<file path="src/sv/ycr_pkg.sv">
// ----------------------------------------------------------------------------
// ycr_pkg: shared types and constants for the YCbCr to RGB converter
// Sampling mode codes, per-pixel sideband and fixed-point reciprocals.
// ----------------------------------------------------------------------------
package ycr_pkg;

  typedef enum logic [1:0] {
    MODE_GRAY = 2'd0,
    MODE_H1V1 = 2'd1,
    MODE_H2V1 = 2'd2,
    MODE_H2V2 = 2'd3
  } mode_t;

  // sideband that travels with each pixel through the datapath
  typedef struct packed {
    logic lower;
    logic done;
    logic last;
  } pix_ctl_t;

  localparam logic [7:0]  CHROMA_ZERO = 8'd128;
  // ceil(2^16 / 10): exact floor(n / 10) for n up to 2048
  localparam logic [12:0] RECIP_TEN   = 13'd6554;
  // ceil(2^9 / 3): exact floor(n / 3) for n up to 128
  localparam logic [7:0]  RECIP_THREE = 8'd171;
  localparam logic signed [10:0] BYTE_MAX = 11'sd255;

  function automatic logic [7:0] clamp_byte(input logic signed [10:0] v);
    logic [7:0] r;
    if (v < 11'sd0) begin
      r = 8'd0;
    end else if (v > BYTE_MAX) begin
      r = 8'd255;
    end else begin
      r = v[7:0];
    end
    return r;
  endfunction

endpackage

</file>
<file path="src/sv/ycbcr_to_rgb_subsampled.sv">
// ----------------------------------------------------------------------------
// ycbcr_to_rgb_subsampled: YCbCr to RGB with chroma upsampling
// Turns one chroma pair plus up to four luma samples into RGB pixels.
// ----------------------------------------------------------------------------
// Usage
//   Input channel (in_valid / in_stall): one item = four luma samples, one
//   Cb/Cr pair and a row-done flag. Taken at an edge with in_valid high and
//   in_stall low.
//   Output channel (out_valid / out_stall): one pixel per item, with lower_row,
//   row_done_out and final_of_run (set on the item's last pixel).
//   sampling_mode is written through cfg_wr_en / cfg_wr_data while idle:
//   0 grayscale and 1 chroma 1:1 give one pixel, 2 chroma 2:1 gives two
//   (upper left, upper right), 3 chroma 2:2 gives four (upper pair, then
//   lower pair).
// Flow
//   The first pixel passes the sequencer, chroma stage A, chroma stage B
//   and the output register; the rest follow one per cycle unless the
//   output stalls. An item's pixels share a single pixel lane. The next
//   item is taken in the cycle the current item's last pixel leaves the
//   sequencer, so items run back to back.
// Reset and stall
//   rst (synchronous) empties every stage and sets grayscale. A stall on the
//   output holds the output register; the stages behind it fill and then
//   stall in turn, and nothing is dropped or repeated.
// ----------------------------------------------------------------------------
module ycbcr_to_rgb_subsampled import ycr_pkg::*; (
  input  logic       clk,
  input  logic       rst,
  input  logic       cfg_wr_en,
  input  logic [1:0] cfg_wr_data,
  input  logic       in_valid,
  output logic       in_stall,
  input  logic [7:0] luma_upper_left,
  input  logic [7:0] luma_upper_right,
  input  logic [7:0] luma_lower_left,
  input  logic [7:0] luma_lower_right,
  input  logic [7:0] chroma_blue,
  input  logic [7:0] chroma_red,
  input  logic       row_done_in,
  output logic       out_valid,
  input  logic       out_stall,
  output logic       lower_row,
  output logic [7:0] red,
  output logic [7:0] green,
  output logic [7:0] blue,
  output logic       row_done_out,
  output logic       final_of_run
);

  mode_t sampling_mode;

  // sequencer -> chroma stages
  logic       seq_valid, seq_stall;
  logic [7:0] seq_luma, seq_cb, seq_cr;
  pix_ctl_t   seq_ctl;

  // chroma stages -> mix
  logic       chr_valid, chr_stall;
  logic [7:0] chr_luma;
  pix_ctl_t   chr_ctl;
  logic       chr_neg_r, chr_neg_b;
  logic [7:0] chr_cr16_mag, chr_cb_mag;
  logic [5:0] chr_cb6_mag;

  // mode register; the user must write it only while no item is in flight, the block does not enforce this
  always_ff @(posedge clk) begin
    if (rst) begin
      sampling_mode <= MODE_GRAY;
    end else if (cfg_wr_en) begin
      sampling_mode <= mode_t'(cfg_wr_data);
    end
  end

  // item -> pixels, one per cycle unless stalled; mode captured with the item
  ycr_seq u_seq (
    .clk              (clk),
    .rst              (rst),
    .mode             (sampling_mode),
    .in_valid         (in_valid),
    .in_stall         (in_stall),
    .luma_upper_left  (luma_upper_left),
    .luma_upper_right (luma_upper_right),
    .luma_lower_left  (luma_lower_left),
    .luma_lower_right (luma_lower_right),
    .chroma_blue      (chroma_blue),
    .chroma_red       (chroma_red),
    .row_done_in      (row_done_in),
    .out_valid        (seq_valid),
    .out_stall        (seq_stall),
    .pix_luma         (seq_luma),
    .pix_cb           (seq_cb),
    .pix_cr           (seq_cr),
    .pix_ctl          (seq_ctl)
  );

  // two stages: chroma magnitudes, then reciprocal multiplies
  ycr_chroma u_chroma (
    .clk        (clk),
    .rst        (rst),
    .in_valid   (seq_valid),
    .in_stall   (seq_stall),
    .pix_luma   (seq_luma),
    .pix_cb     (seq_cb),
    .pix_cr     (seq_cr),
    .pix_ctl    (seq_ctl),
    .out_valid  (chr_valid),
    .out_stall  (chr_stall),
    .b_luma     (chr_luma),
    .b_ctl      (chr_ctl),
    .b_neg_r    (chr_neg_r),
    .b_cr16_mag (chr_cr16_mag),
    .b_neg_b    (chr_neg_b),
    .b_cb_mag   (chr_cb_mag),
    .b_cb6_mag  (chr_cb6_mag)
  );

  // sums, clamp and the output register
  ycr_mix u_mix (
    .clk          (clk),
    .rst          (rst),
    .in_valid     (chr_valid),
    .in_stall     (chr_stall),
    .b_luma       (chr_luma),
    .b_ctl        (chr_ctl),
    .b_neg_r      (chr_neg_r),
    .b_cr16_mag   (chr_cr16_mag),
    .b_neg_b      (chr_neg_b),
    .b_cb_mag     (chr_cb_mag),
    .b_cb6_mag    (chr_cb6_mag),
    .out_valid    (out_valid),
    .out_stall    (out_stall),
    .lower_row    (lower_row),
    .red          (red),
    .green        (green),
    .blue         (blue),
    .row_done_out (row_done_out),
    .final_of_run (final_of_run)
  );

endmodule

</file>
<file path="src/sv/ycr_seq.sv">
// ----------------------------------------------------------------------------
// ycr_seq: pixel sequencer
// Holds one item and issues its 1, 2 or 4 pixels, one per cycle unless stalled.
// ----------------------------------------------------------------------------
module ycr_seq import ycr_pkg::*; (
  input  logic       clk,
  input  logic       rst,
  input  mode_t      mode,
  input  logic       in_valid,
  output logic       in_stall,
  input  logic [7:0] luma_upper_left,
  input  logic [7:0] luma_upper_right,
  input  logic [7:0] luma_lower_left,
  input  logic [7:0] luma_lower_right,
  input  logic [7:0] chroma_blue,
  input  logic [7:0] chroma_red,
  input  logic       row_done_in,
  output logic       out_valid,
  input  logic       out_stall,
  output logic [7:0] pix_luma,
  output logic [7:0] pix_cb,
  output logic [7:0] pix_cr,
  output pix_ctl_t   pix_ctl
);

  logic       busy;
  logic [1:0] cnt;
  mode_t      item_mode;
  logic [7:0] yul, yur, yll, ylr, cb, cr;
  logic       done;

  logic [1:0] last_idx;
  logic       is_last;
  logic       step;
  logic       take;

  always_comb begin
    unique case (item_mode)
      MODE_GRAY, MODE_H1V1: last_idx = 2'd0;
      MODE_H2V1:            last_idx = 2'd1;
      MODE_H2V2:            last_idx = 2'd3;
      default:              last_idx = 2'd0;
    endcase
  end

  assign is_last  = (cnt == last_idx);
  assign step     = busy && !out_stall;
  assign in_stall = busy && !(step && is_last);
  assign take     = in_valid && !in_stall;

  always_ff @(posedge clk) begin
    if (rst) begin
      busy <= 1'b0;
      cnt  <= 2'd0;
    end else if (take) begin
      busy <= 1'b1;
      cnt  <= 2'd0;
    end else if (step) begin
      if (is_last) begin
        busy <= 1'b0;
      end else begin
        cnt <= cnt + 2'd1;
      end
    end
  end

  always_ff @(posedge clk) begin
    if (take) begin
      item_mode <= mode;
      yul       <= luma_upper_left;
      yur       <= luma_upper_right;
      yll       <= luma_lower_left;
      ylr       <= luma_lower_right;
      cb        <= chroma_blue;
      cr        <= chroma_red;
      done      <= row_done_in;
    end
  end

  // order: upper-left, upper-right, lower-left, lower-right
  always_comb begin
    unique case (cnt)
      2'd0:    pix_luma = yul;
      2'd1:    pix_luma = yur;
      2'd2:    pix_luma = yll;
      2'd3:    pix_luma = ylr;
      default: pix_luma = yul;
    endcase
  end

  // grayscale: neutral chroma makes every offset zero
  assign pix_cb = (item_mode == MODE_GRAY) ? CHROMA_ZERO : cb;
  assign pix_cr = (item_mode == MODE_GRAY) ? CHROMA_ZERO : cr;

  assign pix_ctl.lower = cnt[1];
  assign pix_ctl.done  = done;
  assign pix_ctl.last  = is_last;
  assign out_valid     = busy;

endmodule

</file>
<file path="src/sv/ycr_chroma.sv">
// ----------------------------------------------------------------------------
// ycr_chroma: chroma term stages
// Stage A: sign and magnitude of Cb-128, Cr-128.
// Stage B: reciprocal multiplies for |Cr-128|*16/10 and |Cb-128|/3.
// ----------------------------------------------------------------------------
module ycr_chroma import ycr_pkg::*; (
  input  logic       clk,
  input  logic       rst,
  input  logic       in_valid,
  output logic       in_stall,
  input  logic [7:0] pix_luma,
  input  logic [7:0] pix_cb,
  input  logic [7:0] pix_cr,
  input  pix_ctl_t   pix_ctl,
  output logic       out_valid,
  input  logic       out_stall,
  output logic [7:0] b_luma,
  output pix_ctl_t   b_ctl,
  output logic       b_neg_r,
  output logic [7:0] b_cr16_mag,
  output logic       b_neg_b,
  output logic [7:0] b_cb_mag,
  output logic [5:0] b_cb6_mag
);

  // stage A
  logic       a_valid;
  logic [7:0] a_luma;
  pix_ctl_t   a_ctl;
  logic       a_neg_r, a_neg_b;
  logic [7:0] a_cr_mag, a_cb_mag;
  // stage B
  logic       b_valid;

  logic       a_stall, b_stall;
  logic [7:0] cr_mag, cb_mag;
  logic [24:0] cr_prod;
  logic [15:0] cb_prod;

  assign b_stall  = b_valid && out_stall;
  assign a_stall  = a_valid && b_stall;
  assign in_stall = a_stall;

  // magnitude of x-128, 0..128
  assign cr_mag = pix_cr[7] ? {1'b0, pix_cr[6:0]} : (8'd128 - pix_cr);
  assign cb_mag = pix_cb[7] ? {1'b0, pix_cb[6:0]} : (8'd128 - pix_cb);

  always_ff @(posedge clk) begin
    if (rst) begin
      a_valid <= 1'b0;
    end else if (!a_stall) begin
      a_valid <= in_valid;
    end
  end

  always_ff @(posedge clk) begin
    if (!a_stall) begin
      a_luma   <= pix_luma;
      a_ctl    <= pix_ctl;
      a_neg_r  <= ~pix_cr[7];
      a_neg_b  <= ~pix_cb[7];
      a_cr_mag <= cr_mag;
      a_cb_mag <= cb_mag;
    end
  end

  assign cr_prod = {a_cr_mag, 4'b0000} * RECIP_TEN;
  assign cb_prod = a_cb_mag * RECIP_THREE;

  always_ff @(posedge clk) begin
    if (rst) begin
      b_valid <= 1'b0;
    end else if (!b_stall) begin
      b_valid <= a_valid;
    end
  end

  always_ff @(posedge clk) begin
    if (!b_stall) begin
      b_luma     <= a_luma;
      b_ctl      <= a_ctl;
      b_neg_r    <= a_neg_r;
      b_cr16_mag <= cr_prod[23:16];
      b_neg_b    <= a_neg_b;
      b_cb_mag   <= a_cb_mag;
      b_cb6_mag  <= cb_prod[14:9];
    end
  end

  assign out_valid = b_valid;

endmodule

</file>
<file path="src/sv/ycr_mix.sv">
// ----------------------------------------------------------------------------
// ycr_mix: colour sum, clamp and output register
// Signed chroma terms added to or subtracted from luma, each component clamped to a byte.
// ----------------------------------------------------------------------------
module ycr_mix import ycr_pkg::*; (
  input  logic       clk,
  input  logic       rst,
  input  logic       in_valid,
  output logic       in_stall,
  input  logic [7:0] b_luma,
  input  pix_ctl_t   b_ctl,
  input  logic       b_neg_r,
  input  logic [7:0] b_cr16_mag,
  input  logic       b_neg_b,
  input  logic [7:0] b_cb_mag,
  input  logic [5:0] b_cb6_mag,
  output logic       out_valid,
  input  logic       out_stall,
  output logic       lower_row,
  output logic [7:0] red,
  output logic [7:0] green,
  output logic [7:0] blue,
  output logic       row_done_out,
  output logic       final_of_run
);

  logic o_valid;
  logic stall;

  logic signed [10:0] y_s, cr16_s, half_s, cb6_s, cb2_s;
  logic signed [10:0] r_s, g_s, bl_s;

  // truncation toward zero: halve and divide the magnitude, then sign it
  always_comb begin
    y_s    = $signed({3'b000, b_luma});
    cr16_s = b_neg_r ? -$signed({3'b000, b_cr16_mag})
                     :  $signed({3'b000, b_cr16_mag});
    half_s = b_neg_r ? -$signed({4'b0000, b_cr16_mag[7:1]})
                     :  $signed({4'b0000, b_cr16_mag[7:1]});
    cb6_s  = b_neg_b ? -$signed({5'b00000, b_cb6_mag})
                     :  $signed({5'b00000, b_cb6_mag});
    cb2_s  = b_neg_b ? -$signed({2'b00, b_cb_mag, 1'b0})
                     :  $signed({2'b00, b_cb_mag, 1'b0});
    r_s    = y_s + cr16_s;
    g_s    = y_s - (half_s + cb6_s);
    bl_s   = y_s + cb2_s;
  end

  assign stall    = o_valid && out_stall;
  assign in_stall = stall;

  always_ff @(posedge clk) begin
    if (rst) begin
      o_valid <= 1'b0;
    end else if (!stall) begin
      o_valid <= in_valid;
    end
  end

  always_ff @(posedge clk) begin
    if (!stall) begin
      lower_row    <= b_ctl.lower;
      red          <= clamp_byte(r_s);
      green        <= clamp_byte(g_s);
      blue         <= clamp_byte(bl_s);
      row_done_out <= b_ctl.done;
      final_of_run <= b_ctl.last;
    end
  end

  assign out_valid = o_valid;

endmodule
</file>
<file path="config.mk">
export PLATFORM = sky130hd
export DESIGN_NAME = ycbcr_to_rgb_subsampled
export DESIGN_NICKNAME = d
export VERILOG_FILES = /design/src/sv/ycr_pkg.sv /design/src/sv/ycbcr_to_rgb_subsampled.sv /design/src/sv/ycr_seq.sv /design/src/sv/ycr_chroma.sv /design/src/sv/ycr_mix.sv
export SDC_FILE = /design/constraint.sdc
export NUM_CORES = 1
export LEC_CHECK = 0
export ABC_CLOCK_PERIOD_IN_PS = 11700
export BUFFER_PORTS_ARGS = -buffer_cell sky130_fd_sc_hd__buf_2
export CAP_MARGIN = 40
export CORE_MARGIN = 8
export CORE_UTILIZATION = 40
export DETAILED_ROUTE_END_ITERATION = 8
export GPL_TIMING_DRIVEN = 0
export HOLD_SLACK_MARGIN = 0.06
export PLACE_DENSITY = 0.65
export SETUP_SLACK_MARGIN = 0.1
export SLEW_MARGIN = 20
export SYNTH_ARGS = -nofsm -noshare
export SYNTH_HDL_FRONTEND = slang
export SYNTH_HIERARCHICAL = 1
export SYNTH_SLANG_ARGS = --single-unit
</file>
<file path="constraint.sdc">
create_clock -name clk -period 11.7 [get_ports clk]
set_input_delay 1.17 -clock clk [delete_from_list [all_inputs] [get_ports clk]]
set_output_delay 1.17 -clock clk [all_outputs]
set_load 0.01 [all_outputs]
</file>
==> summary.md <==
| Metric | Value |
|---|---|
| Status | completed |
| Most frequent CP cell | inv_1 |
| Crit path max fanout | 28 |
| Critical path's slowest cell | nand2_2 |
| Number of distinct library cells after synthesis | between 70 and 80 |
| Met1 Use GR | between 15 and 20% |
| Height of the die | between 150 and 200 um |
| Most common cell after layout, fill and taps aside | edfxtp_1 |
| Post-CTS setup buffer count | 0 |
| Fin area | ~12000 um2 |
| RSZ-0062 raised after global routing | false |
| Final setup vio count | 0 |
| Number of cells after detailed placement | between 1k and 1.5k |
| Clock period minus worst slack | around 4.2 ns |
| Cell area power density | 241.7 nW/um2 |
| Largest net degree at the start of global routing | 33 |
| Die ar. | a little over 30000 um2 |
| First-pass GRT wire length | ~31000 um |
| Area Overhead vs Synth | 15.12% |
| Max capacitance violation total | 0 |
| Synth warn | 6 |
| Met3 usage | a little over 3% |
| Port bufs | 84 |
| Cells after Synth | just under 900 |
| Hold Crit Depth | 0 |
| Rows | between 50 and 60 |
| Num CTS Buffers | 17 |
| Routed wire length | roughly 19000 um |
| Avg Cell Area, Syn | between 10 and 15 um2 |
| DP HPWL | between 10000 and 15000 um |
| Vias | ~6.4k |
| CORE AREA | around 25000 um2 |
| CP Class | in -> out |
| CTS Sinks | 150 |
| Final hold viol count | 0 |
| Die width | roughly 170 um |
| LEAKAGE | 0.005169 uW |
| Tightest Pin Transition | between 0.8 and 0.9 ns |
| CTS tree | built |
| WL/cell | between 10 and 15 um |
| First-pass DRT Iterations | 5 |
| Initial Util | 40.34% |
| Sequential area share after synthesis | ~44% |
| Final net count | between 1k and 1.5k |
| Critical Path Sink Type | primary output |
| Reg2Reg Setup Slack | between 7 and 8 ns |
| Max transition margin | a little under half |
| GRT overflow | 0 |
| Root Buffer Master | clkbuf_16 |
| Met2 global-route usage | between 10% and 20% |
| Diodes inserted | 0 |
| Peak Freq | around 240 MHz |
| Post-CTS sizing | 0 |
| Worst Path Required | 10.53 ns |
| Setup TNS | 0 ns |
| Syn nets | 1088 |
| Vias per cell | approximately 4.8 |
| Gpl congestion | between 0.8 and 0.9 |
| Initial drt markers | between 300 and 400 |
| Hold Crit Class | reg -> reg |
| Post-synth ARST share | 0% |
| Initial antenna violation count | 0 |
| R2R cell count | 15 |
| Commonest non-fill, non-tap cells in the layout | edfxtp_1, inv_1, ha_1 |
| H-tree levels | 4 |
| DRC | 0 |
| Reg-to-reg endpoint | u_mix/green[5] |
| Largest stage delay, worst path | between 0.5 and 0.6 ns |
| Layout Skew | just under 0.008 ns |
| Yosys reg bits | 150 |
| CTS hold repair buffers | 0 |
| Placed Area | around 11000 um2 |
| Crit path arrival time | 3.06 ns |
| Peak supply drop | around 140 uV |
| Reg2reg start | u_chroma/b_cr16_mag[1] |
| Fin crit share | between 30% and 40% |
| Most used flip-flop cell after synthesis | edfxtp_1 |
| Cell Count, Final, Fillers Out | ~1.3k |
| Max Root-Sink Buffers | 2 |
| Crit-path cells | buf_2, nand2_2, inv_1, nand3_2, inv_1, o21ai_2, inv_1, buf_2 |
| Layout cells sized above 1 | between 10% and 20% |
| Worst Hold End | u_mix/lower_row |
| Max Slew Vio Count | 0 |
| Total Power | 2794 uW |
| Synthesized area | ~10000 um2 |
| Vias in the first global route | about 6.5k |
| Fillers | roughly 2.3k |
| Hold_sp | u_chroma/b_ctl[2] |
| I/O pin cnt | 85 |
| Worst setup SP type | input port |
| Layer with the highest usage | met2 |
| Total track usage | between 10 and 15% |
| Final ANT Viol Nets | 0 |
| Later-pin clock latency in the skew report | 0.42 ns |
| Clk pin slew, worst setup/hold paths | ~0.06 ns |
| EDFF count, synth | 142 |
## kinds of logic after synthesis
kind of cell | after synthesis | share of synthesized area, %
XOR/XNOR | 65 | 5.819
adder cells (fa/ha/maj) | 160 | 22.70
AND/OR/NAND/NOR | 163 | 8.399
buffers and inverters | 156 | 5.956
multiplexers | 13 | 1.321
flip-flops | 150 | 44.06
AO/OA/AOI/OAI | 165 | 11.74
## worst max-delay path by stage
stage | from | endpoint
CTS | out_stall | in_stall
global route | u_chroma/b_cr16_mag[1] | u_mix/green[7]
finish | out_stall | in_stall
floorplan | out_stall | u_seq/cb[0]
global placement | out_stall | u_seq/yul[2]
detailed placement | out_stall | in_stall
## area by class of cell
type | count | area (um2) | share of cell area [%]
timing repair buffer | 88 | 500.5 | 4.330
clock inverter | 15 | 167.7 | 1.451
inverter | 140 | 525.5 | 4.546
buffer | 16 | 72.57 | 0.6278
sequential | 150 | 4424 | 38.28
multi-input combinational | 566 | 5030 | 43.52
tap | 330 | 412.9 | 3.572
clock buffer | 17 | 425.4 | 3.680
## registers in the layout, summed over array words and instances, names as in the netlist, 6 cells and up
name,cells
u_mix/red,8
u_chroma/a_cr_mag,8
u_mix/green,8
u_chroma/a_cb_mag,8
u_seq/yll,8
u_seq/yur,8
u_chroma/b_cr16_mag,8
u_seq/cb,8
u_chroma/b_cb6_mag,6
u_mix/blue,8
u_seq/yul,8
u_chroma/b_cb_mag,8
u_seq/ylr,8
u_seq/cr,8
u_chroma/a_luma,8
u_chroma/b_luma,8
## per-layer routing
| layer | routed length (um) | up-vias | part of all wire, % |
|---|---|---|---|
| met2 | 8204 | 153 | 44 |
| met3 | 946 | 19 | 5.1 |
| li1 | - | 3313 | - |
| met1 | 9298 | 2920 | 50 |
| met5 | 0 | - | 0 |
| met4 | 272 | 0 | 1.5 |
## cell usage after synthesis (3+ instances only)
cell / instances / area (um2)
o31ai_1: 6 / 45.04
or3_1: 5 / 31.28
nand3_1: 9 / 45.04
nor2b_1: 21 / 131.4
nor3_1: 14 / 70.07
fa_1: 37 / 740.7
a31oi_1: 8 / 50.05
buf_4: 3 / 22.52
clkbuf_1: 11 / 41.29
nor2_1: 46 / 172.7
inv_1: 138 / 518.0
a221oi_1: 4 / 35.03
a21oi_1: 36 / 180.2
mux2i_1: 11 / 110.1
or4b_1: 4 / 40.04
nand2b_1: 7 / 43.79
xnor2_1: 40 / 350.3
edfxtp_1: 142 / 4264
and3_1: 3 / 18.77
xor2_1: 23 / 201.4
o21a_1: 13 / 97.59
nand2_1: 30 / 112.6
or2_2: 6 / 37.54
and2_1: 4 / 25.02
o211ai_1: 5 / 37.54
a21o_1: 6 / 45.04
o21ai_1: 9 / 45.04
ha_1: 123 / 1539
dfxtp_1: 8 / 160.2
a222oi_1: 8 / 80.08
o22ai_1: 8 / 50.05
a211oi_1: 14 / 105.1
o21ai_0: 20 / 100.1
## metrics by stage
stage / util [%] / hold WS [ns] / setup slack [ns]
after floorplan: - / 0.4003 / 6.849
after global placement: 43.69 / 0.4027 / 5.564
after detailed placement: 43.94 / 0.4063 / 7.174
after CTS: 46.33 / 0.4225 / 7.162
after global routing: 46.44 / 0.4295 / 7.190
final: 46.44 / 0.4197 / 7.474
## power breakdown
part	leakage, uW	switching (uW)	total [uW]	internal [uW]
registers	0.00154	60.9	805	744
clock network	0.000287	228	548	320
logic	0.00334	798	1440	643
## worst max-delay path, delay by kind of cell
| kind | cells | cell delay, ns |
|---|---|---|
| AO/OA/AOI/OAI | 1 | 0.31 |
| AND/OR/NAND/NOR | 2 | 0.91 |
| buffers and inverters | 5 | 0.66 |
No activity file was read; power rests on OpenSTA's default activity.
